## src/design/lcts_pkg.sv

```systemverilog
package lcts_pkg;

  localparam int KEEP_DEPTH = 16;
  localparam int IDX_W      = 4;   // index into the kept list
  localparam int CNT_W      = 5;   // kept count, 0..KEEP_DEPTH
  localparam int SCORE_W    = 19;
  localparam int DIST_W     = 25;
  localparam int RAD_W      = 50;
  localparam int QUO_W      = 14;  // distance term never exceeds 12800

  localparam logic [24:0] DIST_NUM  = 25'd32768000;  // 500 * 65536
  localparam logic [25:0] DIST_BIAS = 26'd2560;      // 10.0 in Q.8

  localparam logic [1:0] CFG_CAM_X      = 2'd0;
  localparam logic [1:0] CFG_CAM_Y      = 2'd1;
  localparam logic [1:0] CFG_VIEW_DIST  = 2'd2;
  localparam logic [1:0] CFG_MAX_LIGHTS = 2'd3;

  typedef struct packed {
    logic [15:0]        light_id;
    logic               enabled;
    logic               always_visible;
    logic signed [23:0] pos_x;
    logic signed [23:0] pos_y;
    logic [15:0]        radius;
    logic [11:0]        intensity;
    logic [9:0]         priority_req;
    logic               last_light;
  } in_t;

  typedef struct packed {
    logic [15:0] chosen_id;
    logic        empty_res;
    logic        last_out;
  } out_t;

  typedef enum logic [3:0] {
    ST_IDLE, ST_SQX, ST_SQY, ST_RSTART, ST_ROOT, ST_DSTART, ST_DIV,
    ST_WALK, ST_INSERT, ST_FINISH, ST_EMIT
  } state_t;

endpackage

```

## src/design/lcts_isqrt.sv

```systemverilog
module lcts_isqrt
  import lcts_pkg::*;
(
  input  logic              clk,
  input  logic              rst_n,
  input  logic              start,
  input  logic [RAD_W-1:0]  radicand,
  output logic              done,
  output logic [DIST_W-1:0] root
);

  logic              busy_r;
  logic              done_r;
  logic [4:0]        cnt_r;
  logic [RAD_W-1:0]  rad_r;
  logic [25:0]       rem_r;
  logic [DIST_W-1:0] root_r;
  logic [27:0]       rem_sh;
  logic [27:0]       trial;
  logic              ge;

  // Two radicand bits per step, one root bit out.
  assign rem_sh = {rem_r, rad_r[RAD_W-1 -: 2]};
  assign trial  = {1'b0, root_r, 2'b01};
  assign ge     = (rem_sh >= trial);

  always_ff @(posedge clk) begin
    if (!rst_n) begin
      busy_r <= 1'b0;
      done_r <= 1'b0;
    end else begin
      done_r <= 1'b0;
      if (start) begin
        busy_r <= 1'b1;
        cnt_r  <= 5'd24;
        rad_r  <= radicand;
        rem_r  <= '0;
        root_r <= '0;
      end else if (busy_r) begin
        rem_r  <= ge ? 26'(rem_sh - trial) : rem_sh[25:0];
        root_r <= {root_r[DIST_W-2:0], ge};
        rad_r  <= {rad_r[RAD_W-3:0], 2'b00};
        cnt_r  <= cnt_r - 5'd1;
        if (cnt_r == 5'd0) begin
          busy_r <= 1'b0;
          done_r <= 1'b1;
        end
      end
    end
  end

  assign done = done_r;
  assign root = root_r;

endmodule

```

## src/design/lcts_div.sv

```systemverilog
module lcts_div
  import lcts_pkg::*;
(
  input  logic              clk,
  input  logic              rst_n,
  input  logic              start,
  input  logic [24:0]       dividend,
  input  logic [25:0]       divisor,
  output logic              done,
  output logic [QUO_W-1:0]  quotient
);

  logic        busy_r;
  logic        done_r;
  logic [4:0]  cnt_r;
  logic [24:0] dvd_r;
  logic [25:0] dvs_r;
  logic [25:0] rem_r;
  logic [24:0] quo_r;
  logic [26:0] sh;
  logic        ge;

  assign sh = {rem_r, dvd_r[24]};
  assign ge = (sh >= {1'b0, dvs_r});

  always_ff @(posedge clk) begin
    if (!rst_n) begin
      busy_r <= 1'b0;
      done_r <= 1'b0;
    end else begin
      done_r <= 1'b0;
      if (start) begin
        busy_r <= 1'b1;
        cnt_r  <= 5'd24;
        dvd_r  <= dividend;
        dvs_r  <= divisor;
        rem_r  <= '0;
        quo_r  <= '0;
      end else if (busy_r) begin
        rem_r <= ge ? 26'(sh - {1'b0, dvs_r}) : sh[25:0];
        quo_r <= {quo_r[23:0], ge};
        dvd_r <= {dvd_r[23:0], 1'b0};
        cnt_r <= cnt_r - 5'd1;
        if (cnt_r == 5'd0) begin
          busy_r <= 1'b0;
          done_r <= 1'b1;
        end
      end
    end
  end

  assign done     = done_r;
  assign quotient = quo_r[QUO_W-1:0];

endmodule

```

## src/design/light_cull_top_k_select.sv

```systemverilog
// Light cull with top-k selection.
// Input channel in_valid/in_ready/in_data carries one light entry per item.
// Output channel out_valid/out_ready/out_data carries chosen ids, best
// score first; the last id of a pass has last_out set, and a pass with no
// selected light gives one item with empty_res set and chosen_id zero.
// cfg_wr_en/cfg_addr/cfg_wdata writes cam_x, cam_y, view_dist, max_lights.
// Per item: a disabled entry goes straight to the finish state; an
// always-visible entry walks the kept list, then inserts; a positional
// entry squares x and y, takes the root and finishes if out of view, else
// divides, walks the kept list and inserts. The 25-step root and the
// 25-step divide follow one 25x25 multiplier shared by the x and y squares.
// On the last entry of a pass the ids drain one per cycle through the
// output register; a stalled receiver holds the drain, and a new item is
// accepted only after the drain ends. The first result of a pass is
// registered in the emit state, which follows its last entry's finish state.
// Reset clears the kept count, the configuration (max_lights = 8) and the
// output valid; kept list contents need no clearing.
module light_cull_top_k_select
  import lcts_pkg::*;
(
  input  logic        clk,
  input  logic        rst_n,
  input  logic        in_valid,
  output logic        in_ready,
  input  in_t         in_data,
  output logic        out_valid,
  input  logic        out_ready,
  output out_t        out_data,
  input  logic        cfg_wr_en,
  input  logic [1:0]  cfg_addr,
  input  logic [23:0] cfg_wdata
);

  state_t state_r, state_nxt;

  logic signed [23:0] cam_x_r, cam_y_r;
  logic [23:0]        view_dist_r;
  logic [4:0]         max_lights_r;
  logic [CNT_W-1:0]   cap;

  in_t                item_r;
  logic [DIST_W-1:0]  ax_r, ay_r;
  logic [RAD_W-1:0]   sum_r;
  logic [DIST_W-1:0]  dist_r;
  logic [SCORE_W-1:0] score_r;
  logic [CNT_W-1:0]   count_r;
  logic [CNT_W-1:0]   idx_r;
  logic [15:0]        ids_r    [KEEP_DEPTH];
  logic [SCORE_W-1:0] scores_r [KEEP_DEPTH];
  logic               out_valid_r;
  out_t               out_r;

  logic signed [24:0] dx, dy;
  logic [DIST_W-1:0]  mul_op;
  logic [RAD_W-1:0]   prod;
  logic               visible;
  logic               walk_more;
  logic               out_free;
  logic [CNT_W-1:0]   ins_n;
  logic               sq_start, sq_done, dv_start, dv_done;
  logic [DIST_W-1:0]  root;
  logic [QUO_W-1:0]   quo;

  assign cap = (max_lights_r > 5'(KEEP_DEPTH)) ? 5'(KEEP_DEPTH) : max_lights_r;

  assign dx = 25'(in_data.pos_x) - 25'(cam_x_r);
  assign dy = 25'(in_data.pos_y) - 25'(cam_y_r);

  // One multiplier squares x, then y.
  assign mul_op = (state_r == ST_SQX) ? ax_r : ay_r;
  assign prod   = RAD_W'(mul_op) * RAD_W'(mul_op);

  assign visible = (26'(dist_r) <= (26'(view_dist_r) + 26'(item_r.radius)));

  assign walk_more = (idx_r < count_r) && (scores_r[idx_r[IDX_W-1:0]] >= score_r);
  assign out_free  = !out_valid_r || out_ready;
  assign ins_n     = (count_r < cap) ? count_r + 5'd1 : cap;

  lcts_isqrt u_isqrt (
    .clk      (clk),
    .rst_n    (rst_n),
    .start    (sq_start),
    .radicand (sum_r),
    .done     (sq_done),
    .root     (root)
  );

  lcts_div u_div (
    .clk      (clk),
    .rst_n    (rst_n),
    .start    (dv_start),
    .dividend (DIST_NUM),
    .divisor  (26'(dist_r) + DIST_BIAS),
    .done     (dv_done),
    .quotient (quo)
  );

  // Next state.
  always_comb begin
    state_nxt = state_r;
    case (state_r)
      ST_IDLE: begin
        if (in_valid) begin
          if (!in_data.enabled) state_nxt = ST_FINISH;
          else if (in_data.always_visible) state_nxt = ST_WALK;
          else state_nxt = ST_SQX;
        end
      end
      ST_SQX:    state_nxt = ST_SQY;
      ST_SQY:    state_nxt = ST_RSTART;
      ST_RSTART: state_nxt = ST_ROOT;
      ST_ROOT:   if (sq_done) state_nxt = ST_DSTART;
      ST_DSTART: state_nxt = visible ? ST_DIV : ST_FINISH;
      ST_DIV:    if (dv_done) state_nxt = ST_WALK;
      ST_WALK:   if (!walk_more) state_nxt = ST_INSERT;
      ST_INSERT: state_nxt = ST_FINISH;
      ST_FINISH: state_nxt = item_r.last_light ? ST_EMIT : ST_IDLE;
      ST_EMIT: begin
        if (out_free && (count_r == '0 || idx_r + 5'd1 == count_r)) state_nxt = ST_IDLE;
      end
      default:   state_nxt = ST_IDLE;
    endcase
  end

  // Control outputs.
  always_comb begin
    in_ready = (state_r == ST_IDLE);
    sq_start = (state_r == ST_RSTART);
    dv_start = (state_r == ST_DSTART) && visible;
  end

  always_ff @(posedge clk) begin
    if (!rst_n) begin
      state_r      <= ST_IDLE;
      cam_x_r      <= '0;
      cam_y_r      <= '0;
      view_dist_r  <= '0;
      max_lights_r <= 5'd8;
      count_r      <= '0;
      out_valid_r  <= 1'b0;
    end else begin
      state_r <= state_nxt;
      if (cfg_wr_en) begin
        case (cfg_addr)
          CFG_CAM_X:      cam_x_r      <= cfg_wdata;
          CFG_CAM_Y:      cam_y_r      <= cfg_wdata;
          CFG_VIEW_DIST:  view_dist_r  <= cfg_wdata;
          CFG_MAX_LIGHTS: max_lights_r <= cfg_wdata[4:0];
          default: ;
        endcase
      end
      // Load a new result while draining, else drop valid once taken.
      if (state_r == ST_EMIT && out_free) out_valid_r <= 1'b1;
      else if (out_valid_r && out_ready) out_valid_r <= 1'b0;

      case (state_r)
        ST_IDLE: begin
          if (in_valid) begin
            item_r  <= in_data;
            ax_r    <= dx[24] ? 25'(-dx) : 25'(dx);
            ay_r    <= dy[24] ? 25'(-dy) : 25'(dy);
            dist_r  <= '0;
            idx_r   <= '0;
            score_r <= {in_data.priority_req, 8'd0}
                       + SCORE_W'({in_data.intensity, 3'd0})
                       + SCORE_W'({in_data.intensity, 1'b0});
            // Drop entries past a lowered limit.
            if (count_r > cap) count_r <= cap;
          end
        end
        ST_SQX: sum_r <= prod;
        ST_SQY: sum_r <= sum_r + prod;
        ST_ROOT: if (sq_done) dist_r <= root;
        ST_DIV:  if (dv_done) score_r <= score_r + SCORE_W'(quo);
        ST_WALK: if (walk_more) idx_r <= idx_r + 5'd1;
        ST_INSERT: begin
          if (idx_r < cap) begin
            for (int k = 0; k < KEEP_DEPTH; k++) begin
              if (5'(k) == idx_r) begin
                ids_r[k]    <= item_r.light_id;
                scores_r[k] <= score_r;
              end else if (5'(k) > idx_r && k > 0) begin
                ids_r[k]    <= ids_r[k-1];
                scores_r[k] <= scores_r[k-1];
              end
            end
            count_r <= ins_n;
          end
        end
        ST_FINISH: idx_r <= '0;
        ST_EMIT: begin
          if (out_free) begin
            if (count_r == '0) begin
              out_r.chosen_id <= '0;
              out_r.empty_res <= 1'b1;
              out_r.last_out  <= 1'b1;
            end else begin
              out_r.chosen_id <= ids_r[idx_r[IDX_W-1:0]];
              out_r.empty_res <= 1'b0;
              out_r.last_out  <= (idx_r + 5'd1 == count_r);
              idx_r           <= idx_r + 5'd1;
              if (idx_r + 5'd1 == count_r) count_r <= '0;
            end
          end
        end
        default: ;
      endcase
    end
  end

  assign out_valid = out_valid_r;
  assign out_data  = out_r;

`ifndef ASSERT_OFF
  a_count_bound: assert property (@(posedge clk) disable iff (!rst_n)
    count_r <= 5'(KEEP_DEPTH))
    else $error("kept count past depth");

  a_busy_after_accept: assert property (@(posedge clk) disable iff (!rst_n)
    in_valid && in_ready |=> !in_ready)
    else $error("accepted two items back to back");

  a_empty_id_zero: assert property (@(posedge clk) disable iff (!rst_n)
    out_valid && out_data.empty_res |-> out_data.chosen_id == 16'd0 && out_data.last_out)
    else $error("empty result carries an id");

  a_emit_clears: assert property (@(posedge clk) disable iff (!rst_n)
    state_r == ST_EMIT && state_nxt == ST_IDLE |=> count_r == '0)
    else $error("kept list not cleared after a pass");
`endif

endmodule

```

## config.mk

```make
export PLATFORM = sky130hd
export DESIGN_NAME = light_cull_top_k_select
export DESIGN_NICKNAME = d
export VERILOG_FILES = /design/src/design/lcts_pkg.sv /design/src/design/lcts_isqrt.sv /design/src/design/lcts_div.sv /design/src/design/light_cull_top_k_select.sv
export SDC_FILE = /design/constraint.sdc
export NUM_CORES = 2
export LEC_CHECK = 0
export BUFFER_PORTS_ARGS = -buffer_cell sky130_fd_sc_hd__buf_2
export CAP_MARGIN = 20
export CELL_PAD_IN_SITES_DETAIL_PLACEMENT = 0
export CELL_PAD_IN_SITES_GLOBAL_PLACEMENT = 1
export CORE_MARGIN = 4
export CORE_UTILIZATION = 50
export CTS_CLUSTER_SIZE = 20
export DETAILED_ROUTE_END_ITERATION = 8
export PLACE_DENSITY_LB_ADDON = 0.1
export SLEW_MARGIN = 10
export SYNTH_ARGS = -nofsm -noshare
export SYNTH_HDL_FRONTEND = slang
export SYNTH_SLANG_ARGS = --single-unit
```

## constraint.sdc

```tcl
create_clock -name clk -period 15.2 [get_ports clk]
set_input_delay 1.52 -clock clk [delete_from_list [all_inputs] [get_ports clk]]
set_output_delay 1.52 -clock clk [all_outputs]
set_load 0.01 [all_outputs]
```

# Word-level counts from Yosys, hierarchy flattened
# Memory sizes are Yosys's and may differ from the RTL's. A register that Yosys moved wholly into a read port is not among the register bits.
# Cells that the tools add are included.
# op_classes
n_addsub,16
n_mul,1
magnitude_cmp,24
n_eq_ne,40
mux,257
bitwise,33
reduce_logical,39
# ops
operator,count
$mux 19,17
$mux 16,15
$mux 1,180
$mux 25,5
$mux 26,4
$mux 50,2
$pmux 50 s2,1
$mux 5,14
$sub 26x26->26,2
$add 50x50->50,1
$mul 25x25->50,1
$neg 25->25,2
$pmux 25 s2,1
$sub 24x24->25,2
$mux 24,2
$pmux 4 s11,1
$eq 4x5->1 const A,8
$gt 4x5->1 const A,8
$pmux 19 s2,1
$mux 4,9
$or 1x1->1,30
$ge 28x27->1,1
$ge 27x26->1,1
$add 25x12->26 const B,1
other kinds (48),101
# word_totals
regBits,459
mem_bits_rw,560
inputBits,136
out_inout_bits,20
word_cells,445
n_memories,2
# mem_list
name,words,word_bits,read_ports,rd_ports_with_merged_regs,write_ports,line_no,rtl
scores_r,16,19,16,1,16,light_cull_top_k_select.sv:49,logic [SCORE_W-1:0] scores_r [KEEP_DEPTH];
ids_r,16,16,16,1,16,light_cull_top_k_select.sv:48,logic [15:0] ids_r [KEEP_DEPTH];

# Depth between registers and ports, before layout
# logic_depth
word_depth,8
depth_mapped,45
ltp_nobuf,42

# Hierarchy
# Synthesis repeated with hierarchy kept, for this count alone.
# hier_totals
hier_cells,6943
hier_area_um2,77978.5
# modules_own_cells
module,instances,cells_per_inst,area_per_inst_um2,seq_area_each_um2
light_cull_top_k_select,1,5969,66540.1,24643.6
lcts_isqrt,1,490,5924.4,3223.1
lcts_div,1,484,5514.0,2922.8

# Worst setup path before layout
# No wires, ideal clock.
# synth_path
path_kind,reg2reg
start,register state_r[0]
end,register sum_r[47] (data pin)
setup_ps,260
arrival_ps,10570
setup_slack_ps,4370
path_stages_with_launch,44
n_path_buf,6
period_less_slack_ps,10830
cell_sequence,dfxtp_1 > clkbuf_1 > clkinv_1 > nor4_1 > buf_2 > buf_2 > mux2i_1 > inv_1 > buf_1 > nand2_1 > fa_1 > inv_1 > fa_1 > inv_1 > fa_1 > fa_1 > inv_1 > fa_1 > [... 8 more ...] > nor3b_1 > a41oi_1 > o221ai_1 > a31oi_1 > o221a_2 > xnor2_1 > ha_1 > a21oi_1 > o21bai_1 > a21o_1 > a21oi_1 > nor2b_1 > o21ai_0 > nand2b_1 > a2111oi_0 > o21ai_0 > xor2_1 > mux2_2
# synth_via
elab_chain_len,5
word_cells_on_any_way,6
cone_classes,1 x add/sub; 1 x mul; 2 x eq/ne; 2 x mux
# synth_rtl
item,line_no,rtl
start: declaration,light_cull_top_k_select.sv:34,"state_t state_r, state_nxt;"
start signal: assignment,light_cull_top_k_select.sv:142,state_r <= state_nxt;
$eq 4x1->1,"light_cull_top_k_select.sv:70, light_cull_top_k_select.sv:156",
$mux 25,light_cull_top_k_select.sv:70,assign mul_op = (state_r == ST_SQX) ? ax_r : ay_r;
$mul 25x25->50,light_cull_top_k_select.sv:71,assign prod = RAD_W'(mul_op) * RAD_W'(mul_op);
$add 50x50->50,light_cull_top_k_select.sv:172,ST_SQY: sum_r <= sum_r + prod;
$pmux 50 s2 *,light_cull_top_k_select.sv:156,case (state_r)
end signal: assignment,light_cull_top_k_select.sv:171,ST_SQX: sum_r <= prod;
end signal: assignment,light_cull_top_k_select.sv:172,
end: declaration,light_cull_top_k_select.sv:43,logic [RAD_W-1:0] sum_r;
# Mark *: on every way between the ends. The rest lies on a longest branch, timed or not.
# A chain may end at the register's enable or synchronous reset.

# Final worst setup path
# Same ends and word-level chain as after synthesis.

==> out/metrics.cfg <==
[cts]
cts-htree-levels = 3
tritoncts_num_sinks = 1039
ctsHoldBuffers = 0
clock-root-buffer = sky130_fd_sc_hd__clkbuf_16
clkTransAtPathRegs_ns = 0.06
cts_tree = done
cts_buffers = 113
clock_tree.buffer_depth = 3
post_cts_resize_count = 0
worst_skew_pair.late_latency_ns = 0.76
postCtsSetupRepairBufs = 0

[sta]
max-slew-margin-rel_pct = 23.39
maxSlewViolCount = 0
fin_skew_ns = 0.1079
maxClockFrequency_ghz = 0.08053
hold_slack_ns = 0.4339
fin_setup_tns_ns = 0
finalWorstPathRequiredPeriod_ns = 12.42
layout_setup_ws_ns = 2.782
grt_setup_unrepaired = false
final-setup-viol-count = 0
max_slew.worst_pin.slew_ns = 1.147
hold_violations = 0
fin_crit_sh_pct = 81.70

[synthesis]
synthCells = 6983
post_synthesis_net_count = 8047
synth-seq-area-share_pct = 39.85
synthesis.area_per_instance_um2 = 10.87
register_bit_total_from_synthesis = 1039
post_synth_instance_area_mm2 = 0.07590
synth_enable_flop_cells = 944
synth_cell_type_count = 87
synth-main-ff-cell = sky130_fd_sc_hd__edfxtp_1
asyncSetResetFlopFracSynth_pct = 0
yosys_warnings = 0

[worst_setup_path]
cp.depth = 38
cp.buffers_inverters = 6
rr_startpoint = state_r[0]$_SDFFE_PN0P_
path_class = flop to flop
cp_top_family = compound AO/OA/AOI/OAI gates
crit_slowest_cell = sky130_fd_sc_hd__mux2i_1
worstPathMaxFanout = 32
worst_ep_required_time_ns = 15.61
start_kind = flop
crit_arrival_ns = 12.83
critical-path-max-stage-delay_ns = 0.88
crit_path_frequent_cell = sky130_fd_sc_hd__fa_1
crit_path_end_kind = flop
r2r-end = sum_r[47]$_DFFE_PP_
r2r_slack_ns = 2.78
r2r.worst_path.cells = 38

[cells_and_area]
area_growth_pct = 9.124
n_fill_cell = 13260
leading_cell_type_in_the_layout_fill_and_taps_excluded = sky130_fd_sc_hd__edfxtp_1
final_cell_mix = 944 x sky130_fd_sc_hd__edfxtp_1, 893 x sky130_fd_sc_hd__inv_1, 787 x sky130_fd_sc_hd__nand2_1, 479 x sky130_fd_sc_hd__fa_1, 471 x sky130_fd_sc_hd__nor2_1
final_layout_size_suffix_gt1_share_pct = 15.13
final_core_util_pct = 55.10
finalNetCount = 8086

[grt]
first_global_vias = 53950
globalRouteTotalUtil_pct = 26.83
gr-total-overflow = 0
grt_max_degree = 109
grt_pass1_wl_um = 325700
grt_antenna_before_repair = 10

[placement]
globalplace.congestion = 0.8929
pre_cts_slack_ns = 2.777
portBuffers = 155
place_hpwl_um = 146200

[floorplan]
core_mm2 = 0.1503
floorplan.io_pins = 156
die_w_um = 397.6
floorplan.die_area_mm2 = 0.1581
initial_core_util_pct = 50.50
placementRows = 142
die_height_um = 397.6

[min_path]
whs_path_depth = 2
hold_end = u_isqrt.rad_r[27]$_DFFE_PP_
hold_class = flop to flop
timing.hold.worst.start = u_isqrt.rad_r[25]$_DFFE_PP_

[route]
first_pass_iters = 6
wl_per_cell_um = 23.11
detail_route.wirelength_um = 211200
detail_route.drc_violations = 0
routed_via_density = 5.719
detailroute.via_count = 52280
detail_route.iter0.violations = 3896
detail-route-antenna-nets = 0

[outcome]
outcome = complete, no violations

[job]
drv_cap = 0

==> kinds of logic after synthesis <==
| group | synth area share, % |
|---|---|
| adder cells (fa/ha/maj) | 20.04 |
| buffers and inverters | 6.060 |
| flip-flops | 39.85 |
| AO/OA/AOI/OAI | 8.888 |
| multiplexers | 11.92 |
| XOR/XNOR | 3.412 |
| AND/OR/NAND/NOR | 9.835 |
==> worst reg2reg max path: cells and delay by family (launching register included) <==
family          cells  cell delay, ns
mux                 2            1.18
compound gates     14            4.03
fa+ha+maj           9            3.82
xor+xnor            2            0.34
flops               1            0.46
simple gates        5            0.76
buf+inv             6            1.56
==> stage by stage <==
step | std cells | area, um2
after global placement | 8920 | 79020
after global routing | 9135 | 82810
after floorplan | 6983 | 75900
after CTS | 9132 | 82770
final | 9140 | 82830
after detailed placement | 8920 | 79020
==> cells in the mapped netlist, types with 11 or more instances <==
cell type / count / share of area (%)
sky130_fd_sc_hd__inv_1: 896 / 4.4
sky130_fd_sc_hd__o21bai_1: 32 / 0.32
sky130_fd_sc_hd__nand2_1: 797 / 3.9
sky130_fd_sc_hd__dfxtp_1: 95 / 2.5
sky130_fd_sc_hd__o21a_1: 27 / 0.27
sky130_fd_sc_hd__a31oi_1: 42 / 0.35
sky130_fd_sc_hd__nand2b_1: 48 / 0.40
sky130_fd_sc_hd__or2_2: 14 / 0.12
sky130_fd_sc_hd__o31ai_1: 18 / 0.18
sky130_fd_sc_hd__clkbuf_1: 268 / 1.3
sky130_fd_sc_hd__nand4_1: 36 / 0.30
sky130_fd_sc_hd__xor2_1: 114 / 1.3
sky130_fd_sc_hd__or3_1: 17 / 0.14
sky130_fd_sc_hd__and2_1: 17 / 0.14
sky130_fd_sc_hd__xnor2_1: 178 / 2.1
sky130_fd_sc_hd__nor3_1: 93 / 0.61
sky130_fd_sc_hd__ha_1: 449 / 7.4
sky130_fd_sc_hd__mux4_2: 127 / 3.8
sky130_fd_sc_hd__nor2_1: 481 / 2.4
sky130_fd_sc_hd__o21ai_0: 301 / 2.0
sky130_fd_sc_hd__clkinv_1: 11 / 0.054
sky130_fd_sc_hd__mux2_2: 447 / 6.6
sky130_fd_sc_hd__a21o_1: 120 / 1.2
sky130_fd_sc_hd__a211oi_1: 38 / 0.38
sky130_fd_sc_hd__nor3b_1: 11 / 0.11
sky130_fd_sc_hd__o211ai_1: 15 / 0.15
sky130_fd_sc_hd__a21boi_0: 11 / 0.11
sky130_fd_sc_hd__o22ai_1: 23 / 0.19
sky130_fd_sc_hd__fa_1: 479 / 13
sky130_fd_sc_hd__mux2i_1: 115 / 1.5
sky130_fd_sc_hd__nand3_1: 76 / 0.50
sky130_fd_sc_hd__and3_1: 30 / 0.25
sky130_fd_sc_hd__buf_1: 37 / 0.18
sky130_fd_sc_hd__nor2b_1: 60 / 0.49
sky130_fd_sc_hd__o2111ai_1: 13 / 0.15
sky130_fd_sc_hd__a21oi_1: 324 / 2.1
sky130_fd_sc_hd__edfxtp_1: 944 / 37
sky130_fd_sc_hd__o221ai_1: 21 / 0.24
==> routing by layer <==
metal | global-route usage (%) | wire length (um)
met1 | 36.06 | 88820
met2 | 45.86 | 103400
met3 | 3.377 | 12700
met4 | 7.696 | 6239
met5 | 0 | 32
==> final cells by class <==
type	instances	area, um2	area share [%]
Multi-Input combinational cell	4721	41440	50.03
Timing Repair Buffer	236	1418	1.712
Inverter	911	3423	4.133
Sequential cell	1039	30260	36.53
Clock inverter	63	750.7	0.9064
Antenna cell	5	12.51	0.01511
Tap cell	2016	2522	3.045
Clock buffer	149	3004	3.627
==> worst max path at each step <==
stage                                  from                   to  slack, ns
finish              state_r[0]$_SDFFE_PN0P_  sum_r[47]$_DFFE_PP_       2.78
global route        state_r[0]$_SDFFE_PN0P_  sum_r[47]$_DFFE_PP_       1.68
CTS                 state_r[0]$_SDFFE_PN0P_  sum_r[47]$_DFFE_PP_       2.68
detailed placement  state_r[0]$_SDFFE_PN0P_  sum_r[47]$_DFFE_PP_       2.78
global placement    state_r[0]$_SDFFE_PN0P_  sum_r[47]$_DFFE_PP_       3.14
floorplan           state_r[0]$_SDFFE_PN0P_  sum_r[47]$_DFFE_PP_       4.37
==> state kept, by name (all words and copies together) (netlist names), 7 cells and up, named ones only <==
| name | count |
|---|---|
| u_isqrt.rem_r | 26 |
| u_isqrt.root | 25 |
| sum_r | 50 |
| out_data | 18 |
| item_r | 33 |
| u_isqrt.rad_r | 50 |
| dist_r | 25 |
| ay_r | 25 |
| ax_r | 25 |
| u_div.dvd_r | 7 |
| view_dist_r | 24 |
| u_div.dvs_r | 26 |
| score_r | 19 |
| ids_r | 256 |
| cam_x_r | 24 |
| cam_y_r | 24 |
| u_div.rem_r | 26 |
| scores_r | 304 |
| u_div.quo_r | 14 |
Power is left out: the tool's default activity adds up to more than one toggle a clock period on the data nets, which glitch-free logic cannot reach.
